===== src/psd_pkg.sv =====
// Shared types, codes and arithmetic helpers of the polygon stream decoder.
package psd_pkg;

    localparam int QUEUE_DEPTH = 4;

    localparam logic [2:0] KIND_PALETTE = 3'd0;
    localparam logic [2:0] KIND_TRIANGLE = 3'd1;
    localparam logic [2:0] KIND_CLEAR = 3'd2;
    localparam logic [2:0] KIND_FRAME_END = 3'd3;
    localparam logic [2:0] KIND_STREAM_END = 3'd4;

    localparam logic [7:0] DESC_FRAME_END = 8'hff;
    localparam logic [7:0] DESC_FRAME_SKIP = 8'hfe;
    localparam logic [7:0] DESC_STREAM_END = 8'hfd;

    typedef enum logic [3:0] {
        PH_FLAGS, PH_MASK_HI, PH_MASK_LO, PH_COL_HI, PH_COL_LO, PH_VCOUNT,
        PH_VX, PH_VY, PH_DESC, PH_PIDX, PH_PX, PH_PY, PH_SKIP
    } t_phase;

    typedef enum logic [1:0] {BK_IDLE, BK_CLEAR, BK_VREAD, BK_FAN} t_bstate;

    typedef enum logic [2:0] {
        CMD_PAL, CMD_CLEAR, CMD_FEND, CMD_SEND, CMD_VWR, CMD_PVTX
    } t_cmd_op;

    typedef struct packed {
        t_cmd_op     op;
        logic        clear_after;
        logic [3:0]  color;
        logic [2:0]  red;
        logic [2:0]  green;
        logic [2:0]  blue;
        logic        indexed;
        logic [7:0]  addr;
        logic [7:0]  slot;
        logic [8:0]  x;
        logic [8:0]  y;
        logic        poly_end;
        logic [3:0]  count;
    } t_cmd;

    // x * 125 / 100 is exactly floor(5x / 4).
    function automatic logic [8:0] scale_x(input logic [7:0] raw);
        logic [10:0] t;
        t = ({3'b0, raw} << 2) + {3'b0, raw};
        return t[10:2];
    endfunction

    // y * 120 / 100 is floor(6y / 5); the division by five uses a reciprocal
    // that is exact for all products below 2048.
    function automatic logic [8:0] scale_y(input logic [7:0] raw);
        logic [10:0] n;
        logic [21:0] p;
        n = ({3'b0, raw} << 2) + ({3'b0, raw} << 1);
        p = {11'b0, n} * 22'd1639;
        return p[21:13];
    endfunction

    function automatic logic [7:0] times36(input logic [2:0] c);
        return {c, 5'b0} + {3'b0, c, 2'b0};
    endfunction

    function automatic logic [3:0] top_bit(input logic [15:0] mask);
        logic [3:0] r;
        r = 4'd0;
        for (int b = 0; b < 16; b++) begin
            if (mask[b]) r = 4'(b);
        end
        return r;
    endfunction

endpackage


===== src/psd_queue.sv =====
// Short command queue between the parser and the executing back end.
module psd_queue (
    input  logic          i_clk,
    input  logic          i_rst_n,
    input  logic          i_push,
    input  psd_pkg::t_cmd i_cmd,
    output logic          o_full,
    input  logic          i_pop,
    output logic          o_valid,
    output psd_pkg::t_cmd o_cmd
);
    import psd_pkg::*;

    localparam int PW = $clog2(QUEUE_DEPTH);

    t_cmd          r_slots [QUEUE_DEPTH];
    logic [PW-1:0] r_wptr, r_rptr;
    logic [PW:0]   r_count;

    always_ff @(posedge i_clk) begin
        if (!i_rst_n) begin
            r_wptr <= '0;
            r_rptr <= '0;
            r_count <= '0;
        end else begin
            if (i_push) r_wptr <= r_wptr + 1'b1;
            if (i_pop) r_rptr <= r_rptr + 1'b1;
            r_count <= r_count + (PW+1)'(i_push) - (PW+1)'(i_pop);
        end
        if (i_push) r_slots[r_wptr] <= i_cmd;
    end

    assign o_full = (r_count == (PW+1)'(QUEUE_DEPTH));
    assign o_valid = (r_count != '0);
    assign o_cmd = r_slots[r_rptr];
endmodule


===== config.mk =====
export PLATFORM = sky130hd
export DESIGN_NAME = psd_queue
export DESIGN_NICKNAME = d
export VERILOG_FILES = /design/src/psd_pkg.sv /design/src/psd_queue.sv
export SDC_FILE = /design/constraint.sdc
export NUM_CORES = 1
export LEC_CHECK = 0
export BUFFER_PORTS_ARGS = -buffer_cell sky130_fd_sc_hd__buf_2
export CORE_ASPECT_RATIO = 1.4
export CORE_UTILIZATION = 51
export CTS_CLUSTER_DIAMETER = 200
export DETAILED_ROUTE_END_ITERATION = 8
export MAX_ROUTING_LAYER = met4
export PLACE_DENSITY = 0.76
export SLEW_MARGIN = 20
export SYNTH_ARGS = -nofsm -noshare
export SYNTH_HDL_FRONTEND = slang
export SYNTH_SLANG_ARGS = --single-unit

===== constraint.sdc =====
create_clock -name i_clk -period 2.3 [get_ports i_clk]
set_clock_uncertainty 0.2 [all_clocks]
set_input_delay 0.345 -clock i_clk [delete_from_list [all_inputs] [get_ports i_clk]]
set_output_delay 0.345 -clock i_clk [all_outputs]
set_load 0.01 [all_outputs]

After elaboration in Yosys (flattened, before gate mapping). Memories as Yosys holds them, arrays and structs flattened. A register that Yosys moved wholly into a read port is not among the register bits. Cells that the tools add are included.

Flip-flop bits (word level): 7. RAM bits: 228. Input port bits: 61. Output and inout bits: 59. Logic and storage cells: 14. Memories: 1.

Add/subtract/negate cells: 4. Eq/ne operators: 1. Muxes and demuxes: 4. Reductions and logical operators: 1.

Memory list: r_slots (words 4, bits a word 57, rd ports 1, clocked after Yosys merged registers in 1, wr ports 1, line psd_queue.sv:16) `t_cmd r_slots [QUEUE_DEPTH];`.

Operators by type and width (count): 2-bit by 1-bit adder with 2-bit output, second input constant (2); 2-bit 2-to-1 mux (2); 3-bit by 1-bit adder with 3-bit output (1); 3-bit equality test, second input constant (1); 3-bit nonzero test (1); 3-bit by 1-bit subtractor with 3-bit output (1); 1-bit 2-to-1 mux (2).

Logic depth before layout (Yosys ltp). Gate-level depths: netlist of the first run.

Word-level depth: 3. Mapped depth: 7. Mapped depth without buffers: 7.

Worst setup path before layout of the first run. No wires, ideal clock.

Path kind: reg-to-reg. From: register r_wptr[0]. To: memory r_slots[2][0] (netlist bit), enable pin. Setup time: 0.421 ns. Arrival time: 1.891 ns. Data required time: 1.679 ns. Path slack: -0.212 ns. Stages on the path, launching flop included: 4. Buffers on the path: 0. Clock period less this slack: 2.512 ns. Path through: dfxtp_1 > inv_1 > ha_1 > and2_1.

RTL lines: start, declared (line psd_queue.sv:17) `logic [PW-1:0] r_wptr, r_rptr;`; start signal, assigned (line psd_queue.sv:26) `if (i_push) r_wptr <= r_wptr + 1'b1;`; end, declared (line psd_queue.sv:16).

Straight into the memory's write port.

==> results of run 1 <==
==> stage by stage <==
stage | total power, uW | instance area [um^2] | setup TNS, ns | setup slack, ns
2_1_floorplan | 5670 | 8670 | 0 | 0.405
3_3_place_gp | 6030 | 9610 | 0 | 0.241
3_5_place_dp | 6070 | 9610 | 0 | 0.215
4_1_cts | 9840 | 11300 | -4.91 | -0.108
5_1_grt | 10100 | 11400 | -7.13 | -0.156
6_report | 9790 | 11400 | -3.73 | -0.0915
==> final cells by class <==
type	count	area share [%]
Inverter	7	0.231
Tap cell	203	2.23
Antenna cell	1	0.0220
Multi-Input combinational cell	84	13.4
Clock buffer	33	6.01
Timing Repair Buffer	199	15.8
Sequential cell	237	61.9
Clock inverter	7	0.440
==> per-layer routing <==
layer | GRT usage, % | part of all wire (%) | vias up
li1 | - | - | 1864
met1 | 21.0 | 36 | 2118
met2 | 35.3 | 57 | 112
met3 | 3.30 | 4.5 | 20
met4 | 6.29 | 2.0 | 0
met5 | - | 0 | -
==> timing repair <==
item / CTS / global route
hold buffers: 59 / 0
endpoints found under the setup margin: 57 / 57
gates resized for setup: 31 / 14
endpoints found under the hold margin: 235 / 0
cloned: 6 / 0
setup buffers: 3 / 0
==> how the worst min path moves through the flow <==
| stage | startpoint | end | slack [ns] | cells after the start |
|---|---|---|---|---|
| 3_3_place_gp | r_rptr[0] | flop | 0.32 | 2 |
| 3_5_place_dp | r_rptr[0] | flop | 0.32 | 2 |
| 2_1_floorplan | i_cmd[0] | r_slots[0][0] | 0.24 | 0 |
| 4_1_cts | i_push | r_wptr[0] | 0.01 | 3 |
| 5_1_grt | i_push | r_wptr[0] | 0.02 | 3 |
| 6_report | i_push | r_wptr[0] | 0.01 | 3 |
==> power by group through the flow <==
stage	Sequential, uW	Combinational [uW]	Clock, uW
2_1_floorplan	5090	576	0
3_3_place_gp	5090	937	0
3_5_place_dp	5110	957	0
4_1_cts	5020	1220	3600
5_1_grt	5030	1330	3780
6_report	5020	1240	3520
==> state kept, by name, indices dropped and copies added (netlist names), named ones only <==
register / count
r_count: 3
r_rptr: 2
r_wptr: 2
r_slots: 228
==> synthesized netlist by cell type <==
cell type and number:
nand3b_1 1, dfxtp_1 9, fa_1 1, inv_1 7, xnor2_1 2, xor3_1 1, or3_1 1, buf_2 4
and3_1 1, buf_6 4, edfxtp_1 228, buf_4 2, mux2i_1 1, mux4_2 57, and2_1 6, nor2_1 5
clkbuf_1 2, a21bo_2 1, a21oi_1 1, ha_1 6
==> logic make-up after synthesis <==
| kind of cell | Yosys count | synth area share [%] |
|---|---|---|
| compound gates | 2 | 0.173 |
| fa+ha+maj | 7 | 1.10 |
| xor+xnor | 3 | 0.477 |
| flops | 237 | 81.1 |
| mux | 58 | 14.9 |
| buf+inv | 19 | 1.31 |
| simple gates | 14 | 0.881 |
==> worst max-delay path: cells and delay by family, from the launching register on <==
family / cells / cell delay (ns)
mux: 1 / 0.52
flops: 1 / 0.39
buf+inv: 3 / 0.43
==> results.md, run 1 <==
* Routability cong. at 0.723
* Yosys top cell area share at 79.0%
* Critical Path End Type: output port
* NetSw at 2070 uW
* Via count at 4,114
* Post-Syn Area at 8660 um^2
* P_int at 7720 uW
* Area Growth Syn to Fin at 31.2%
* Flop-to-flop setup slack at 0.33 ns
* Final Max Tran Viols at 0
* Synth Instances at 340
* Switching Share at 21.1%
* Routed Antenna Nets at 0
* Final hold slack at 0.0141 ns
* Setup CP Type: flop to output port
* Worst reg2reg path endpoint: r_count[2]
* Port Buf Inserts at 119
* Crit path arrival time at 1.85 ns
* Initial Util at 51.9%
* RSZ-0062 raised after global routing: yes
* Root buffer cell: clkbuf_16
* Area of the multi-input gates at 1530 um^2
* Routed len/inst at 20.6 um
* Total gr overflow at 0
* Layout Cells excl Fill at 771
* Setup WS post-layout at -0.0915 ns
* Ranking of synthesized cells by area: edfxtp_1 79%, mux4_2 15%, dfxtp_1 2.1%
* CTS Sinks at 237
* CTS Buf Count at 22
* Final hold violation count at 0
* Most common cell after layout, fill and taps aside: edfxtp_1
* DR DRC count at 8
* H-tree level count at 1
* TritonRoute pass-1 iters at 7
* Share of cells above drive strength 1 at 42.5%
* Detailed placement HPWL at 8740 um
* Yosys warns at 0
* Synth cell types at 20
* Post-route clock period utilization at 104%
* 1st-iter DRT viols at 196
* I/O Pins at 120
* Die Wd at 112 um
* Avg Cell Area, Syn at 25.5 um^2
* Critical-path top delay cell: mux4_2
* Seq pwr share at 51.3%
* Violated checks: design-rule violations, negative setup slack
* Endpoints failing setup at 57
* Reg-to-Reg Start: r_count[0]
* Pwr/cell area at 861 nW/um^2
* Initial antenna violation count at 1
* Slew margin rel. at 80.7%
* Status: finished with violations
* Post-layout min period at 2.39 ns
* GRT Total Usage at 19.2%
* Max-cap violations at 0
* Clock slew at reported path FFs at 0.06 ns
* # rows at 56
* Mapped Nets at 408
* Clock share of power at 36.0%
* Largest net degree at the start of global routing at 44
* Peak supply drop at 0.532 mV
* First-pass GRT wire length at 24,200 um
* Core area at 16,700 um^2
* Die Y at 156 um
* Clock buffer depth at 3
* Commonest non-fill, non-tap cells in the layout: 228 x edfxtp_1, 86 x buf_2, 59 x dlygate4sd3_1, 57 x mux4_2, 35 x buf_6
* Hold crit path type: input pin to flop
* DIE AREA at 17,500 um^2
* FILL cells at 1,067
* Peak Freq at 0.418 GHz
* Slew @ Worst Pin at 0.290 ns
* Number of global-route vias before repair at 4,597
* Yosys top cell by area: edfxtp_1
* Gate power share at 12.7%
* Worst Setup EP: o_cmd[30]
* Flops & latches, synth at 237
* Largest stage delay on the critical path at 0.52 ns
* Reg2Reg Depth at 7
* CP max FO at 9
* Avg Vias per Cell at 5.34
* Startpoint Class: flop
* Drt total wl at 15,900 um
* Leakage power at 0.00397 uW
* CTS tree: yes
* Placed insts at 662
* Clk_lat worst skew at 0.49 ns
* Crit-path cells: buf_12, buf_16, mux4_2, buf_6
* Finished Core Util at 68.1%
* Register area at 7030 um^2
* Fin nets at 619
* Required time worst endpoint at 1.75 ns
* Sequential area share after synthesis at 81.1%
Power figures use the tool's default switching activity.
==> run 2, diff against run 1 <==
--- a/config.mk
+++ b/config.mk
@@ -16,3 +16,4 @@
 export SYNTH_ARGS = -nofsm -noshare
 export SYNTH_HDL_FRONTEND = slang
 export SYNTH_SLANG_ARGS = --single-unit
+export TNS_END_PERCENT = 50
==> run 2 against run 1 <==
Effect of this change:
- the flow still finishes with violations (design-rule violations, negative setup slack)
- sequential power is essentially flat
- die area unchanged
- global-route usage grew 0.50 points
- combinational power about the same
- non-clock buffer count increased by 2
- cell count up 0.26%
- hold slack improved by 0.34 ns
- clock-buffer cell count down 7
- routed wire length grew 4.3%
- fmax fell by 1.5%
- final area decreased by 0.27%
- critical endpoint is now o_cmd[32]
- largest cell class unchanged
==> results.md, run 2 (synthesized netlist as in run 1, its figures left out) <==
* Final hold slack at 0.357 ns (was 0.0141 ns)
* CTS tree: yes (unchanged)
* # rows at 56 (unchanged)
* Clock share of power at 37.0% (was 36.0%)
* Port Buf Inserts at 119 (unchanged)
* Setup TNS at -4.03 ns (was -3.73 ns)
* Clock slew at reported path FFs at 0.06 ns (about the same)
* Setup WS post-layout at -0.129 ns (was -0.0915 ns)
* Pwr/cell area at 877 nW/um^2 (was 861 nW/um^2)
* Startpoint Class: flop (unchanged)
* DR DRC count at 5 (was 8)
* FILL cells at 1,048 (was 1,067)
* Layout Cells excl Fill at 773 (was 771)
* CP max FO at 7 (was 9)
* P_int at 7850 uW (was 7720 uW)
* Leakage power at 0.00394 uW (was 0.00397 uW)
* DIE AREA at 17,500 um^2 (unchanged)
* Largest regs: r_slots x228, r_count x3 (unchanged)
* Avg Vias per Cell at 5.41 (was 5.34)
* Crit path arrival time at 1.88 ns (was 1.85 ns)
* Core area at 16,700 um^2 (unchanged)
* Share of cells above drive strength 1 at 41.0% (was 42.5%)
* Most common cell after layout, fill and taps aside: edfxtp_1 (unchanged)
* Number of global-route vias before repair at 4,648 (was 4,597)
* Max FFs per register at 228 (unchanged)
* Initial antenna violation count at 2 (was 1)
* 1st-iter DRT viols at 310 (was 196)
* Hold crit path type: flop to flop (was input pin to flop)
* GRT Total Usage at 19.7% (was 19.2%)
* Setup CP Type: flop to output port (unchanged)
* Post-route clock period utilization at 106% (was 104%)
* Critical Path End Type: output port (unchanged)
* Seq pwr share at 50.6% (was 51.3%)
* Required time worst endpoint at 1.75 ns (about the same)
* Slew margin rel. at 69.1% (was 80.7%)
* Die Y at 156 um (unchanged)
* Endpoints failing setup at 57 (unchanged)
* Design Area, Final at 11,300 um^2 (was 11,400 um^2)
* Largest net degree at the start of global routing at 58 (was 44)
* Post-layout min period at 2.43 ns (was 2.39 ns)
* Via count at 4,179 (was 4,114)
* Violated checks: design-rule violations, negative setup slack (unchanged)
* Slew @ Worst Pin at 0.463 ns (was 0.290 ns)
* Finished Core Util at 68.0% (was 68.1%)
* Gate power share at 12.4% (was 12.7%)
* Initial Util at 51.9% (unchanged)
* Clk_lat worst skew at 0.50 ns (was 0.49 ns)
* Fin nets at 621 (was 619)
* Routed len/inst at 21.4 um (was 20.6 um)
* Routed Antenna Nets at 0 (unchanged)
* Commonest non-fill, non-tap cells in the layout: 228 x edfxtp_1, 84 x buf_2, 60 x dlygate4sd3_1, 57 x mux4_2, 38 x buf_6 (was 228 x edfxtp_1, 86 x buf_2, 59 x dlygate4sd3_1, 57 x mux4_2, 35 x buf_6)
* Placed cell area at 9570 um^2 (was 9610 um^2)
* RSZ-0062 raised after global routing: yes (unchanged)
* I/O Pins at 120 (unchanged)
* TritonRoute pass-1 iters at 6 (was 7)
* Clock buffer depth at 3 (unchanged)
* Placed insts at 662 (unchanged)
* Peak Freq at 0.412 GHz (was 0.418 GHz)
* Die Wd at 112 um (unchanged)
* Peak supply drop at 0.760 mV (was 0.532 mV)
* Drt total wl at 16,500 um (was 15,900 um)
* CTS Buf Count at 22 (unchanged)
* Switching Share at 21.0% (was 21.1%)
* Area Growth Syn to Fin at 30.8% (was 31.2%)
* Status: finished with violations (unchanged)
* CTS Sinks at 237 (unchanged)
* Max-cap violations at 0 (unchanged)
* Total gr overflow at 0 (unchanged)
* Root buffer cell: clkbuf_16 (unchanged)
* Routability cong. at 0.681 (was 0.723)
* Top reg by flops: r_slots (unchanged)
* H-tree level count at 1 (unchanged)
* Final hold violation count at 0 (unchanged)
* NetSw at 2090 uW (was 2070 uW)
* First-pass GRT wire length at 25,000 um (was 24,200 um)
* Final Max Tran Viols at 0 (unchanged)
* Detailed placement HPWL at 9000 um (was 8740 um)
==> run 2: changes by cell type in the layout (fill, tap and decap cells not counted), sizes merged <==
cell | before | now
dlygate4sd3 | 59 | 60
bufbuf | 1 | 0
clkbuf | 33 | 28
clkinv | 7 | 9
bufinv | 0 | 4
diode | 1 | 2
==> run 2: final cells by class <==
| type | instances | area, um^2 | area share [%] |
|---|---|---|---|
| Inverter | 7 | 26.3 | 0.232 |
| Multi-Input combinational cell | 84 | 1530 | 13.5 |
| Sequential cell | 237 | 7030 | 62.0 |
| Antenna cell | 2 | 5.00 | 0.0442 |
| Tap cell | 203 | 254 | 2.24 |
| Clock buffer | 26 | 566 | 4.99 |
| Clock inverter | 13 | 168 | 1.48 |
| Timing Repair Buffer | 201 | 1760 | 15.5 |
==> run 2: worst max-delay path: stages, from the launching register on <==
cell     delay [ns]
dfxtp_4        0.41
buf_6          0.15
buf_16         0.14
mux4_2         0.53
buf_2          0.16
==> run 2: stage by stage <==
step	power, uW	worst slack (ns)
after CTS	9900	-0.155
after global routing	10200	-0.173
after detailed placement	6060	0.237
final	9940	-0.129
after global placement	6020	0.262
after floorplan	5670	-0.193
==> run 2: metal layers <==
layer / GRT usage, % / routed length (um) / share of wire [%] / vias to the layer above
met5: - / 0 / 0 / -
met4: 6.22 / 393 / 2.4 / 0
met3: 2.76 / 718 / 4.3 / 32
met2: 35.9 / 9130 / 55 / 114
met1: 22.5 / 6310 / 38 / 2160
li1: - / - / - / 1873
==> run 2: power groups by stage <==
stage          sequential [uW]  clock (uW)  combinational (uW)
2_1_floorplan             5090           0                 576
3_3_place_gp              5100           0                 919
3_5_place_dp              5120           0                 938
4_1_cts                   5020        3740                1130
5_1_grt                   5040        3880                1320
6_report                  5030        3670                1240
==> run 2: path summary, 6_finish.rpt <==
| check | from | to | slack [ns] | cells past startpoint |
|---|---|---|---|---|
| setup / recovery | flop | o_cmd[32] | -0.13 | 4 |
| hold reg to reg | r_wptr[1] | r_wptr[1] | 0.36 | 2 |
| hold / removal | r_wptr[1] | r_wptr[1] | 0.36 | 2 |
| setup reg to reg | r_count[0] | r_count[2] | 0.32 | 7 |
==> run 2: repair_timing <==
| action | in CTS | in global routing |
|---|---|---|
| hold buffers | 60 | 0 |
| resized for setup | 14 | 34 |
| cloned | 3 | 2 |
| setup buffers | 5 | 1 |
| hold endpoints to repair | 235 | 0 |
| endpoints found under the setup margin | 57 | 56 |
