--- src/psd_pkg.sv ---
// Shared types, codes and arithmetic helpers of the polygon stream decoder.
package psd_pkg;

    localparam int QUEUE_DEPTH = 4;

    localparam logic [2:0] KIND_PALETTE = 3'd0;
    localparam logic [2:0] KIND_TRIANGLE = 3'd1;
    localparam logic [2:0] KIND_CLEAR = 3'd2;
    localparam logic [2:0] KIND_FRAME_END = 3'd3;
    localparam logic [2:0] KIND_STREAM_END = 3'd4;

    localparam logic [7:0] DESC_FRAME_END = 8'hff;
    localparam logic [7:0] DESC_FRAME_SKIP = 8'hfe;
    localparam logic [7:0] DESC_STREAM_END = 8'hfd;

    typedef enum logic [3:0] {
        PH_FLAGS, PH_MASK_HI, PH_MASK_LO, PH_COL_HI, PH_COL_LO, PH_VCOUNT,
        PH_VX, PH_VY, PH_DESC, PH_PIDX, PH_PX, PH_PY, PH_SKIP
    } t_phase;

    typedef enum logic [1:0] {BK_IDLE, BK_CLEAR, BK_VREAD, BK_FAN} t_bstate;

    typedef enum logic [2:0] {
        CMD_PAL, CMD_CLEAR, CMD_FEND, CMD_SEND, CMD_VWR, CMD_PVTX
    } t_cmd_op;

    typedef struct packed {
        t_cmd_op     op;
        logic        clear_after;
        logic [3:0]  color;
        logic [2:0]  red;
        logic [2:0]  green;
        logic [2:0]  blue;
        logic        indexed;
        logic [7:0]  addr;
        logic [7:0]  slot;
        logic [8:0]  x;
        logic [8:0]  y;
        logic        poly_end;
        logic [3:0]  count;
    } t_cmd;

    // x * 125 / 100 is exactly floor(5x / 4).
    function automatic logic [8:0] scale_x(input logic [7:0] raw);
        logic [10:0] t;
        t = ({3'b0, raw} << 2) + {3'b0, raw};
        return t[10:2];
    endfunction

    // y * 120 / 100 is floor(6y / 5); the division by five uses a reciprocal
    // that is exact for all products below 2048.
    function automatic logic [8:0] scale_y(input logic [7:0] raw);
        logic [10:0] n;
        logic [21:0] p;
        n = ({3'b0, raw} << 2) + ({3'b0, raw} << 1);
        p = {11'b0, n} * 22'd1639;
        return p[21:13];
    endfunction

    function automatic logic [7:0] times36(input logic [2:0] c);
        return {c, 5'b0} + {3'b0, c, 2'b0};
    endfunction

    function automatic logic [3:0] top_bit(input logic [15:0] mask);
        logic [3:0] r;
        r = 4'd0;
        for (int b = 0; b < 16; b++) begin
            if (mask[b]) r = 4'(b);
        end
        return r;
    endfunction

endpackage

--- src/psd_byte_if.sv ---
// Handshake channel carrying one stream byte per beat.
interface psd_byte_if;
    logic       valid;
    logic       ready;
    logic [7:0] stream_byte;
    modport source(output valid, output stream_byte, input ready);
    modport sink(input valid, input stream_byte, output ready);
endinterface

--- src/psd_front.sv ---
// Byte parser: tracks the stream syntax and turns bytes into back-end commands.
module psd_front #(
    parameter int SKIP_ALIGN_BITS = 16
) (
    input  logic          i_clk,
    input  logic          i_rst_n,
    psd_byte_if.sink      i_in,
    input  logic          i_full,
    output logic          o_push,
    output psd_pkg::t_cmd o_cmd
);
    import psd_pkg::*;

    t_phase                     r_phase, n_phase;
    logic [2:0]                 r_flags, n_flags;
    logic [15:0]                r_mask, n_mask;
    logic [7:0]                 r_hi, n_hi;
    logic [7:0]                 r_total, n_total;
    logic [7:0]                 r_cnt, n_cnt;
    logic [7:0]                 r_rawx, n_rawx;
    logic [3:0]                 r_pcount, n_pcount;
    logic [3:0]                 r_pcolor, n_pcolor;
    logic [SKIP_ALIGN_BITS-1:0] r_pos, n_pos, pos_inc;

    logic        accept;
    logic [7:0]  b, cnt_inc;
    logic [15:0] new_mask, mask_after;
    logic [3:0]  top;
    logic        poly_end;

    assign i_in.ready = !i_full;
    assign accept = i_in.valid && !i_full;
    assign b = i_in.stream_byte;
    assign pos_inc = r_pos + 1'b1;
    assign cnt_inc = r_cnt + 8'd1;
    assign new_mask = {r_hi, b};
    assign top = top_bit(r_mask);
    assign mask_after = r_mask & ~(16'd1 << top);
    assign poly_end = (cnt_inc >= {4'b0, r_pcount});

    always_comb begin
        n_phase = r_phase;
        if (accept) begin
            case (r_phase)
                PH_FLAGS:   n_phase = b[1] ? PH_MASK_HI : (b[2] ? PH_VCOUNT : PH_DESC);
                PH_MASK_HI: n_phase = PH_MASK_LO;
                PH_MASK_LO: n_phase = (new_mask != '0) ? PH_COL_HI
                                    : (r_flags[2] ? PH_VCOUNT : PH_DESC);
                PH_COL_HI:  n_phase = PH_COL_LO;
                PH_COL_LO:  n_phase = (mask_after != '0) ? PH_COL_HI
                                    : (r_flags[2] ? PH_VCOUNT : PH_DESC);
                PH_VCOUNT:  n_phase = (b != '0) ? PH_VX : PH_DESC;
                PH_VX:      n_phase = PH_VY;
                PH_VY:      n_phase = (cnt_inc >= r_total) ? PH_DESC : PH_VX;
                PH_DESC: begin
                    if (b == DESC_FRAME_END || b == DESC_STREAM_END) begin
                        n_phase = PH_FLAGS;
                    end else if (b == DESC_FRAME_SKIP) begin
                        n_phase = (pos_inc != '0) ? PH_SKIP : PH_FLAGS;
                    end else if (b[3:0] != '0) begin
                        n_phase = r_flags[2] ? PH_PIDX : PH_PX;
                    end
                end
                PH_PIDX:    n_phase = poly_end ? PH_DESC : PH_PIDX;
                PH_PX:      n_phase = PH_PY;
                PH_PY:      n_phase = poly_end ? PH_DESC : PH_PX;
                PH_SKIP:    n_phase = (pos_inc == '0) ? PH_FLAGS : PH_SKIP;
                default:    n_phase = PH_FLAGS;
            endcase
        end
    end

    always_comb begin
        n_flags = r_flags;
        n_mask = r_mask;
        n_hi = r_hi;
        n_total = r_total;
        n_cnt = r_cnt;
        n_rawx = r_rawx;
        n_pcount = r_pcount;
        n_pcolor = r_pcolor;
        n_pos = accept ? pos_inc : r_pos;
        o_push = 1'b0;
        o_cmd = '0;
        o_cmd.color = r_pcolor;
        o_cmd.count = r_pcount;
        o_cmd.slot = r_cnt;
        o_cmd.poly_end = poly_end;
        if (accept) begin
            case (r_phase)
                PH_FLAGS: begin
                    n_flags = b[2:0];
                    if (!b[1] && b[0]) begin
                        o_push = 1'b1;
                        o_cmd.op = CMD_CLEAR;
                    end
                end
                PH_MASK_HI, PH_COL_HI: n_hi = b;
                PH_MASK_LO: begin
                    n_mask = new_mask;
                    if (new_mask == '0 && r_flags[0]) begin
                        o_push = 1'b1;
                        o_cmd.op = CMD_CLEAR;
                    end
                end
                PH_COL_LO: begin
                    n_mask = mask_after;
                    o_push = 1'b1;
                    o_cmd.op = CMD_PAL;
                    o_cmd.color = 4'd15 - top;
                    o_cmd.red = r_hi[2:0];
                    o_cmd.green = b[6:4];
                    o_cmd.blue = b[2:0];
                    o_cmd.clear_after = (mask_after == '0) && r_flags[0];
                end
                PH_VCOUNT: begin
                    n_total = b;
                    n_cnt = '0;
                end
                PH_VX, PH_PX: n_rawx = b;
                PH_VY: begin
                    o_push = 1'b1;
                    o_cmd.op = CMD_VWR;
                    o_cmd.addr = r_cnt;
                    o_cmd.x = scale_x(r_rawx);
                    o_cmd.y = scale_y(b);
                    n_cnt = cnt_inc;
                end
                PH_DESC: begin
                    if (b == DESC_FRAME_END || b == DESC_FRAME_SKIP) begin
                        o_push = 1'b1;
                        o_cmd.op = CMD_FEND;
                    end else if (b == DESC_STREAM_END) begin
                        o_push = 1'b1;
                        o_cmd.op = CMD_SEND;
                        n_pos = '0;
                    end else begin
                        n_pcount = b[3:0];
                        n_pcolor = b[7:4];
                        n_cnt = '0;
                    end
                end
                PH_PIDX: begin
                    o_push = 1'b1;
                    o_cmd.op = CMD_PVTX;
                    o_cmd.indexed = 1'b1;
                    o_cmd.addr = b;
                    n_cnt = cnt_inc;
                end
                PH_PY: begin
                    o_push = 1'b1;
                    o_cmd.op = CMD_PVTX;
                    o_cmd.x = scale_x(r_rawx);
                    o_cmd.y = scale_y(b);
                    n_cnt = cnt_inc;
                end
                default: ;
            endcase
        end
    end

    always_ff @(posedge i_clk) begin
        if (!i_rst_n) begin
            r_phase <= PH_FLAGS;
            r_flags <= '0;
            r_mask <= '0;
            r_hi <= '0;
            r_total <= '0;
            r_cnt <= '0;
            r_rawx <= '0;
            r_pcount <= '0;
            r_pcolor <= '0;
            r_pos <= '0;
        end else begin
            r_phase <= n_phase;
            r_flags <= n_flags;
            r_mask <= n_mask;
            r_hi <= n_hi;
            r_total <= n_total;
            r_cnt <= n_cnt;
            r_rawx <= n_rawx;
            r_pcount <= n_pcount;
            r_pcolor <= n_pcolor;
            r_pos <= n_pos;
        end
    end
endmodule

--- src/flat_wrapper.sv ---
// flat-port wrapper written by rule: the top's interface ports become plain ports
module psd_front_flat import psd_pkg::*;
#(
    parameter int SKIP_ALIGN_BITS = 16
)
  (i_clk, i_rst_n, i_full, o_push, o_cmd, i_in_valid, i_in_stream_byte, i_in_ready);
  psd_byte_if i_in_i ();
  input  logic i_clk;
  input  logic i_rst_n;
  input  logic i_full;
  output logic o_push;
  output psd_pkg::t_cmd o_cmd;
  input wire logic [$bits(i_in_i.valid)-1:0] i_in_valid;
  input wire logic [$bits(i_in_i.stream_byte)-1:0] i_in_stream_byte;
  output wire logic [$bits(i_in_i.ready)-1:0] i_in_ready;
  assign i_in_i.valid = i_in_valid;
  assign i_in_i.stream_byte = i_in_stream_byte;
  assign i_in_ready = i_in_i.ready;
  psd_front #(.SKIP_ALIGN_BITS(SKIP_ALIGN_BITS)) u_core (.i_clk(i_clk), .i_rst_n(i_rst_n), .i_in(i_in_i), .i_full(i_full), .o_push(o_push), .o_cmd(o_cmd));
endmodule
--- config.mk ---
export PLATFORM = sky130hd
export DESIGN_NAME = psd_front_flat
export DESIGN_NICKNAME = d
export VERILOG_FILES = /design/src/psd_pkg.sv /design/src/psd_byte_if.sv /design/src/psd_front.sv /design/src/flat_wrapper.sv
export SDC_FILE = /design/constraint.sdc
export NUM_CORES = 1
export LEC_CHECK = 0
export BUFFER_PORTS_ARGS = -buffer_cell sky130_fd_sc_hd__buf_2
export CORE_ASPECT_RATIO = 0.75
export CORE_MARGIN = 1.5
export CORE_UTILIZATION = 66
export DETAILED_ROUTE_END_ITERATION = 8
export PLACE_DENSITY = 0.89
export SETUP_SLACK_MARGIN = 0.15
export SLEW_MARGIN = 20
export SYNTH_ARGS = -nofsm -noshare
export SYNTH_HDL_FRONTEND = slang
export SYNTH_SLANG_ARGS = --single-unit
export TNS_END_PERCENT = 50
--- constraint.sdc ---
create_clock -name i_clk -period 16.03 [get_ports i_clk]
set_input_delay 0.8015 -clock i_clk [delete_from_list [all_inputs] [get_ports i_clk]]
set_output_delay 0.8015 -clock i_clk [all_outputs]
set_load 0.01 [all_outputs]
# [Word-level counts from Yosys, hierarchy flattened]
# Index checks and enable logic that the tools add are counted.
[word_totals] input_bits=12 output_inout_bits=59 ff_bits=79 wordCells=131
[classes] n_reduce_logical=33 shifts=1 multipliers=1 n_bitwise=4 muxes=57 order_cmp=2 eq_ne=18 addsub=5
[op_table] cell="2-to-1 mux 4 bit" count=26
[op_table] cell="2-to-1 mux 16 bit" count=5
[op_table] cell="case mux 4 bit (13 select lines)" count=1
[op_table] cell="logical NOT 16 bit" count=3
[op_table] cell="nonzero test 16 bit" count=3
[op_table] cell="2-to-1 mux 18 bit" count=2
[op_table] cell="case mux 16 bit (2 select lines)" count=1
[op_table] cell="2-to-1 mux 26 bit" count=1
[op_table] cell="equality test 8 bit, second input constant" count=3
[op_table] cell="case mux 8 bit (3 select lines)" count=1
[op_table] cell="multiplier 11 x 11 -> 22 bit, second input constant" count=1
[op_table] cell="equality test 4 bit, second input constant" count=5
[op_table] cell="adder 16 x 1 -> 16 bit, second input constant" count=1
[op_table] cell="AND 16 bit" count=1
[op_table] cell="equality test 4 x 3 -> 1 bit, second input constant" count=4
[op_table] cell="2-to-1 mux 8 bit" count=2
[op_table] cell="NOT 16 bit" count=1
[op_table] cell="case mux 8 bit (2 select lines)" count=1
[op_table] cell="<< shifter 1 x 4 -> 16 bit, first input constant" count=1
[op_table] cell="case mux 3 bit (5 select lines)" count=1
[op_table] cell="2-to-1 mux 14 bit" count=1
[op_table] cell="AND reduction 2 bit" count=6
[op_table] cell="adder 10 x 8 -> 11 bit" count=1
[op_table] cell="adder 10 x 9 -> 11 bit" count=1
[op_table] cell="other kinds (25)" count=48

# [Logic depth before layout (Yosys ltp)]
[logic_depth] word_depth=22 ltp_mapped=24

# [Worst setup path before layout]
# OpenSTA, ideal clock, no wires.
[synth_timing] path_type="input -> output" from="input port i_in_stream_byte[1]" to="output port o_cmd[11] in the netlist's numbering" path_stages=24 t_arrival_ns=6.098 path_buffers=0 slack_ns=9.131 path_cell_list="inv_1 ha_1 a21o_1 a21oi_1 o21bai_1 a21oi_1 xnor2_1 ha_1 inv_1 fa_1 inv_1 fa_1 fa_1 inv_1 fa_1 inv_1 ha_1 o21a_1 or2_2 o2111a_1 o31ai_1 nor2b_1 xnor2_1 nor2_1"
[synth_rtl] element="start, declared" line_no="flat_wrapper.sv:14" text="input wire logic [$bits(i_in_i.stream_byte)-1:0] i_in_stream_byte;"
[synth_rtl] element="end, declared" line_no="flat_wrapper.sv:12" text="output psd_pkg::t_cmd o_cmd;"

==> impl_metrics.env <==
export IMPL_status="completed"
export IMPL_rr_worst_depth=8
export IMPL_drt_total_wl_mm=20.6
export IMPL_crit_fanout=11
export IMPL_cap_violations=0
export IMPL_relSlewSlack_pct=26.0
export IMPL_syn_nets=1106
export IMPL_antenna_found_initial=0
export IMPL_powerDensity_nw_per_um2=137
export IMPL_busiest_layer="met2"
export IMPL_timing_final_crit_share_pct=49.4
export IMPL_clk_pin_slew_worst_paths_ns=0.06
export IMPL_power_uw=1140
export IMPL_min_from="u_core.r_pcolor[2]$_SDFFE_PN0P_"
export IMPL_grt_usage_pct=35.4
export IMPL_root_buffer="clkbuf_16"
export IMPL_crit_required_ns=15.23
export IMPL_drive_gt1_share_pct=10.7
export IMPL_grt_first_pass_wirelength_mm=33.9
export IMPL_leakagePower_uw=0.00382
export IMPL_rows=33
export IMPL_diodes=0
export IMPL_postCtsSetupRepairBufs=0
export IMPL_timing_hold_ws_ns=0.457
export IMPL_period_needed_ns=7.93
export IMPL_postSynth_asyncResetShare_pct=0
export IMPL_die_area_um2=12300
export IMPL_min_to="u_core.r_pcolor[2]$_SDFFE_PN0P_"
export IMPL_hpwl_mm=15.4
export IMPL_rsz0062_at_grt="no"
export IMPL_grt_overflow_total=0
export IMPL_post_cts_resized=0
export IMPL_setup_viol_count_final=0
export IMPL_synth_edff_count=0
export IMPL_start_util_pct=69.0
export IMPL_crit_type="in -> out"
export IMPL_core_area_um2=11100
export IMPL_synth_seq_area_share_pct=20.4
export IMPL_antenna_left=0
export IMPL_layout_nets=1149
export IMPL_crit_arrival_ns=7.12
export IMPL_dpl_instance_area_um2=8060
export IMPL_cts_tree="yes"
export IMPL_clock_sinks=78
export IMPL_via_count=7241
export IMPL_grt_use_met3_pct=8.73
export IMPL_hold_path_class="reg -> reg"
export IMPL_worst_slew_pin_slew_ns=1.10
export IMPL_placed_cells_incl_taps=1133
export IMPL_final_area_um2=8360
export IMPL_gp_congestion=0.962
export IMPL_synth_ff_latch_count=78
export IMPL_layout_cells_non_filler=1149
export IMPL_avgSynthCellArea_um2=7.98
export IMPL_r2r_slack_ns=13.04
export IMPL_timing_rr_start="u_core.r_phase[1]$_SDFFE_PN0P_"
export IMPL_clock_path_buffers=2
export IMPL_die_width_um=127
export IMPL_grt_use_met1_pct=50.6
export IMPL_drtIter0Drc=829
export IMPL_drv_slew=0
export IMPL_cts_buffers=9
export IMPL_die_y_um=96.3
export IMPL_clkLatencyLatePin_ns=0.35
export IMPL_cp_start_kind="primary input"
export IMPL_peakVddDrop_v=0.000177
export IMPL_r2r_end="u_core.r_phase[2]$_SDFFE_PN0P_"
export IMPL_dr_pass1_iters=7
export IMPL_min_path_cells=2
export IMPL_skew_ns=0.00654
export IMPL_wl_per_cell_um=18.0
export IMPL_grt_max_degree=77
export IMPL_syn_area_um2=7670
export IMPL_vias_per_cell=6.30
export IMPL_critPathCaptureType="output port"
export IMPL_synthCells=961
export IMPL_setup_tns_ns=0
export IMPL_synth_cell_types=71
export IMPL_syn_to_final_growth_pct=9.06
export IMPL_grt_pass1_vias=6778
export IMPL_io_pins=71
export IMPL_synth_main_ff_cell="dfxtp_1"
export IMPL_use_met2_pct=52.3
export IMPL_yosys_warnings=0
export IMPL_fmax_mhz=126
export IMPL_htreeDepth=3
export IMPL_drcViolationCount=0
export IMPL_hold_viol_final=0
export IMPL_cts_hold_fix_buffers=0
export IMPL_io_buffer_count=70
per-stage QoR:
stage	util, %	setup slack, ns
global placement	72.6	8.36
detailed placement	72.6	8.16
CTS	75.3	8.16
floorplan	-	9.13
finish	75.3	8.10
global route	75.3	7.73
where the power goes:
group | switching, uW | internal (uW) | total (uW)
sequential | 4.23 | 196 | 200
combinational | 423 | 314 | 737
clock | 86.6 | 121 | 208
total | 514 | 631 | 1140
synthesized netlist by cell type (7+ instances only):
library cell	instances	area, um2
inv_1	108	405
ha_1	102	1280
dfxtp_1	78	1560
nand2_1	73	274
nor2_1	65	244
o21ai_0	51	255
a21oi_1	50	250
nor2b_1	43	269
clkbuf_1	39	146
nand3_1	33	165
fa_1	31	621
xnor2_1	21	184
a21boi_1	20	150
mux2i_1	19	190
nor3_1	16	80.1
and2_1	14	87.6
a22oi_1	12	90.1
and3_1	12	75.1
nand2b_1	11	68.8
nor4_1	11	68.8
o21ai_1	11	55.1
xor2_1	11	96.3
nand4_1	10	62.6
a22o_1	9	78.8
a21o_1	8	60.1
a31oi_1	8	50.1
or3_1	8	50.1
a211oi_1	7	52.6
layer usage:
metal | vias up | share of wire, %
met3 | 41 | 9.4
met4 | 0 | 2.4
li1 | 3431 | -
met1 | 3405 | 46
met2 | 364 | 42
met5 | - | 0
flip-flops by register name (all words and copies together), names as in the netlist, 4 cells and up, named ones only:
| signal | cells |
|---|---|
| u_core.r_phase | 4 |
| u_core.r_cnt | 8 |
| u_core.r_hi | 8 |
| u_core.r_pcolor | 4 |
| u_core.r_total | 8 |
| u_core.r_mask | 16 |
| u_core.r_pcount | 4 |
| u_core.r_pos | 15 |
| u_core.r_rawx | 8 |
kinds of logic after synthesis:
group / Yosys count / synth area share, %
compound gates: 222 / 18.9
xor+xnor: 32 / 3.66
fa+ha+maj: 134 / 24.9
buf+inv: 152 / 7.64
flops: 78 / 20.4
mux: 21 / 2.77
simple gates: 322 / 21.8
placed cells by master (no fill, tap or decap), types with 10 or more instances in the layout:
cell	synthesis	final
a21boi_1	20	20
a21oi_1	50	50
a22oi_1	12	12
and2_1	14	14
and3_1	12	12
buf_2	0	70
dfxtp_1	78	78
fa_1	31	31
ha_1	102	102
inv_1	108	108
mux2i_1	19	19
nand2_1	73	73
nand2b_1	11	11
nand3_1	33	33
nand4_1	10	10
nor2_1	65	65
nor2b_1	43	42
nor3_1	16	16
nor4_1	11	11
o21ai_0	51	51
o21ai_1	11	11
xnor2_1	21	21
xor2_1	11	11
how the worst max path moves through the flow:
| stage | startpoint | endpoint | slack, ns | cells after the start |
|---|---|---|---|---|
| after floorplan | i_in_stream_byte[1] | o_cmd[11] | 9.13 | 24 |
| after global placement | i_in_stream_byte[1] | o_cmd[11] | 8.36 | 26 |
| after detailed placement | i_in_stream_byte[1] | o_cmd[11] | 8.16 | 26 |
| after CTS | i_in_stream_byte[1] | o_cmd[11] | 8.16 | 26 |
| after global routing | i_in_stream_byte[1] | o_cmd[9] | 7.73 | 25 |
| final | i_in_stream_byte[1] | o_cmd[11] | 8.10 | 26 |
area by class of cell:
cell class              instances  area, um2
inverters                     109        409
flip-flops and latches         78       1560
repair buffers                 75        388
multi-input cells             731       5530
clock buffers                   9        225
well taps                     140        175
fillers                       820       2750
clock inverters                 7       72.6
worst max-delay path, cell delays in order:
cell	delay, ns
buf_2	0.28
inv_1	0.22
ha_1	0.34
a21o_1	0.17
a21oi_1	0.22
o21bai_1	0.10
a21oi_1	0.22
xnor2_1	0.16
ha_1	0.30
inv_1	0.10
fa_1	0.54
inv_1	0.05
fa_1	0.51
fa_1	0.54
inv_1	0.05
fa_1	0.53
inv_1	0.04
ha_1	0.28
o21a_1	0.11
or2_2	0.28
o2111a_1	0.18
o31ai_1	0.49
nor2b_1	0.24
xnor2_1	0.13
nor2_1	0.05
buf_2	0.16
No activity file was read; power rests on OpenSTA's default activity.
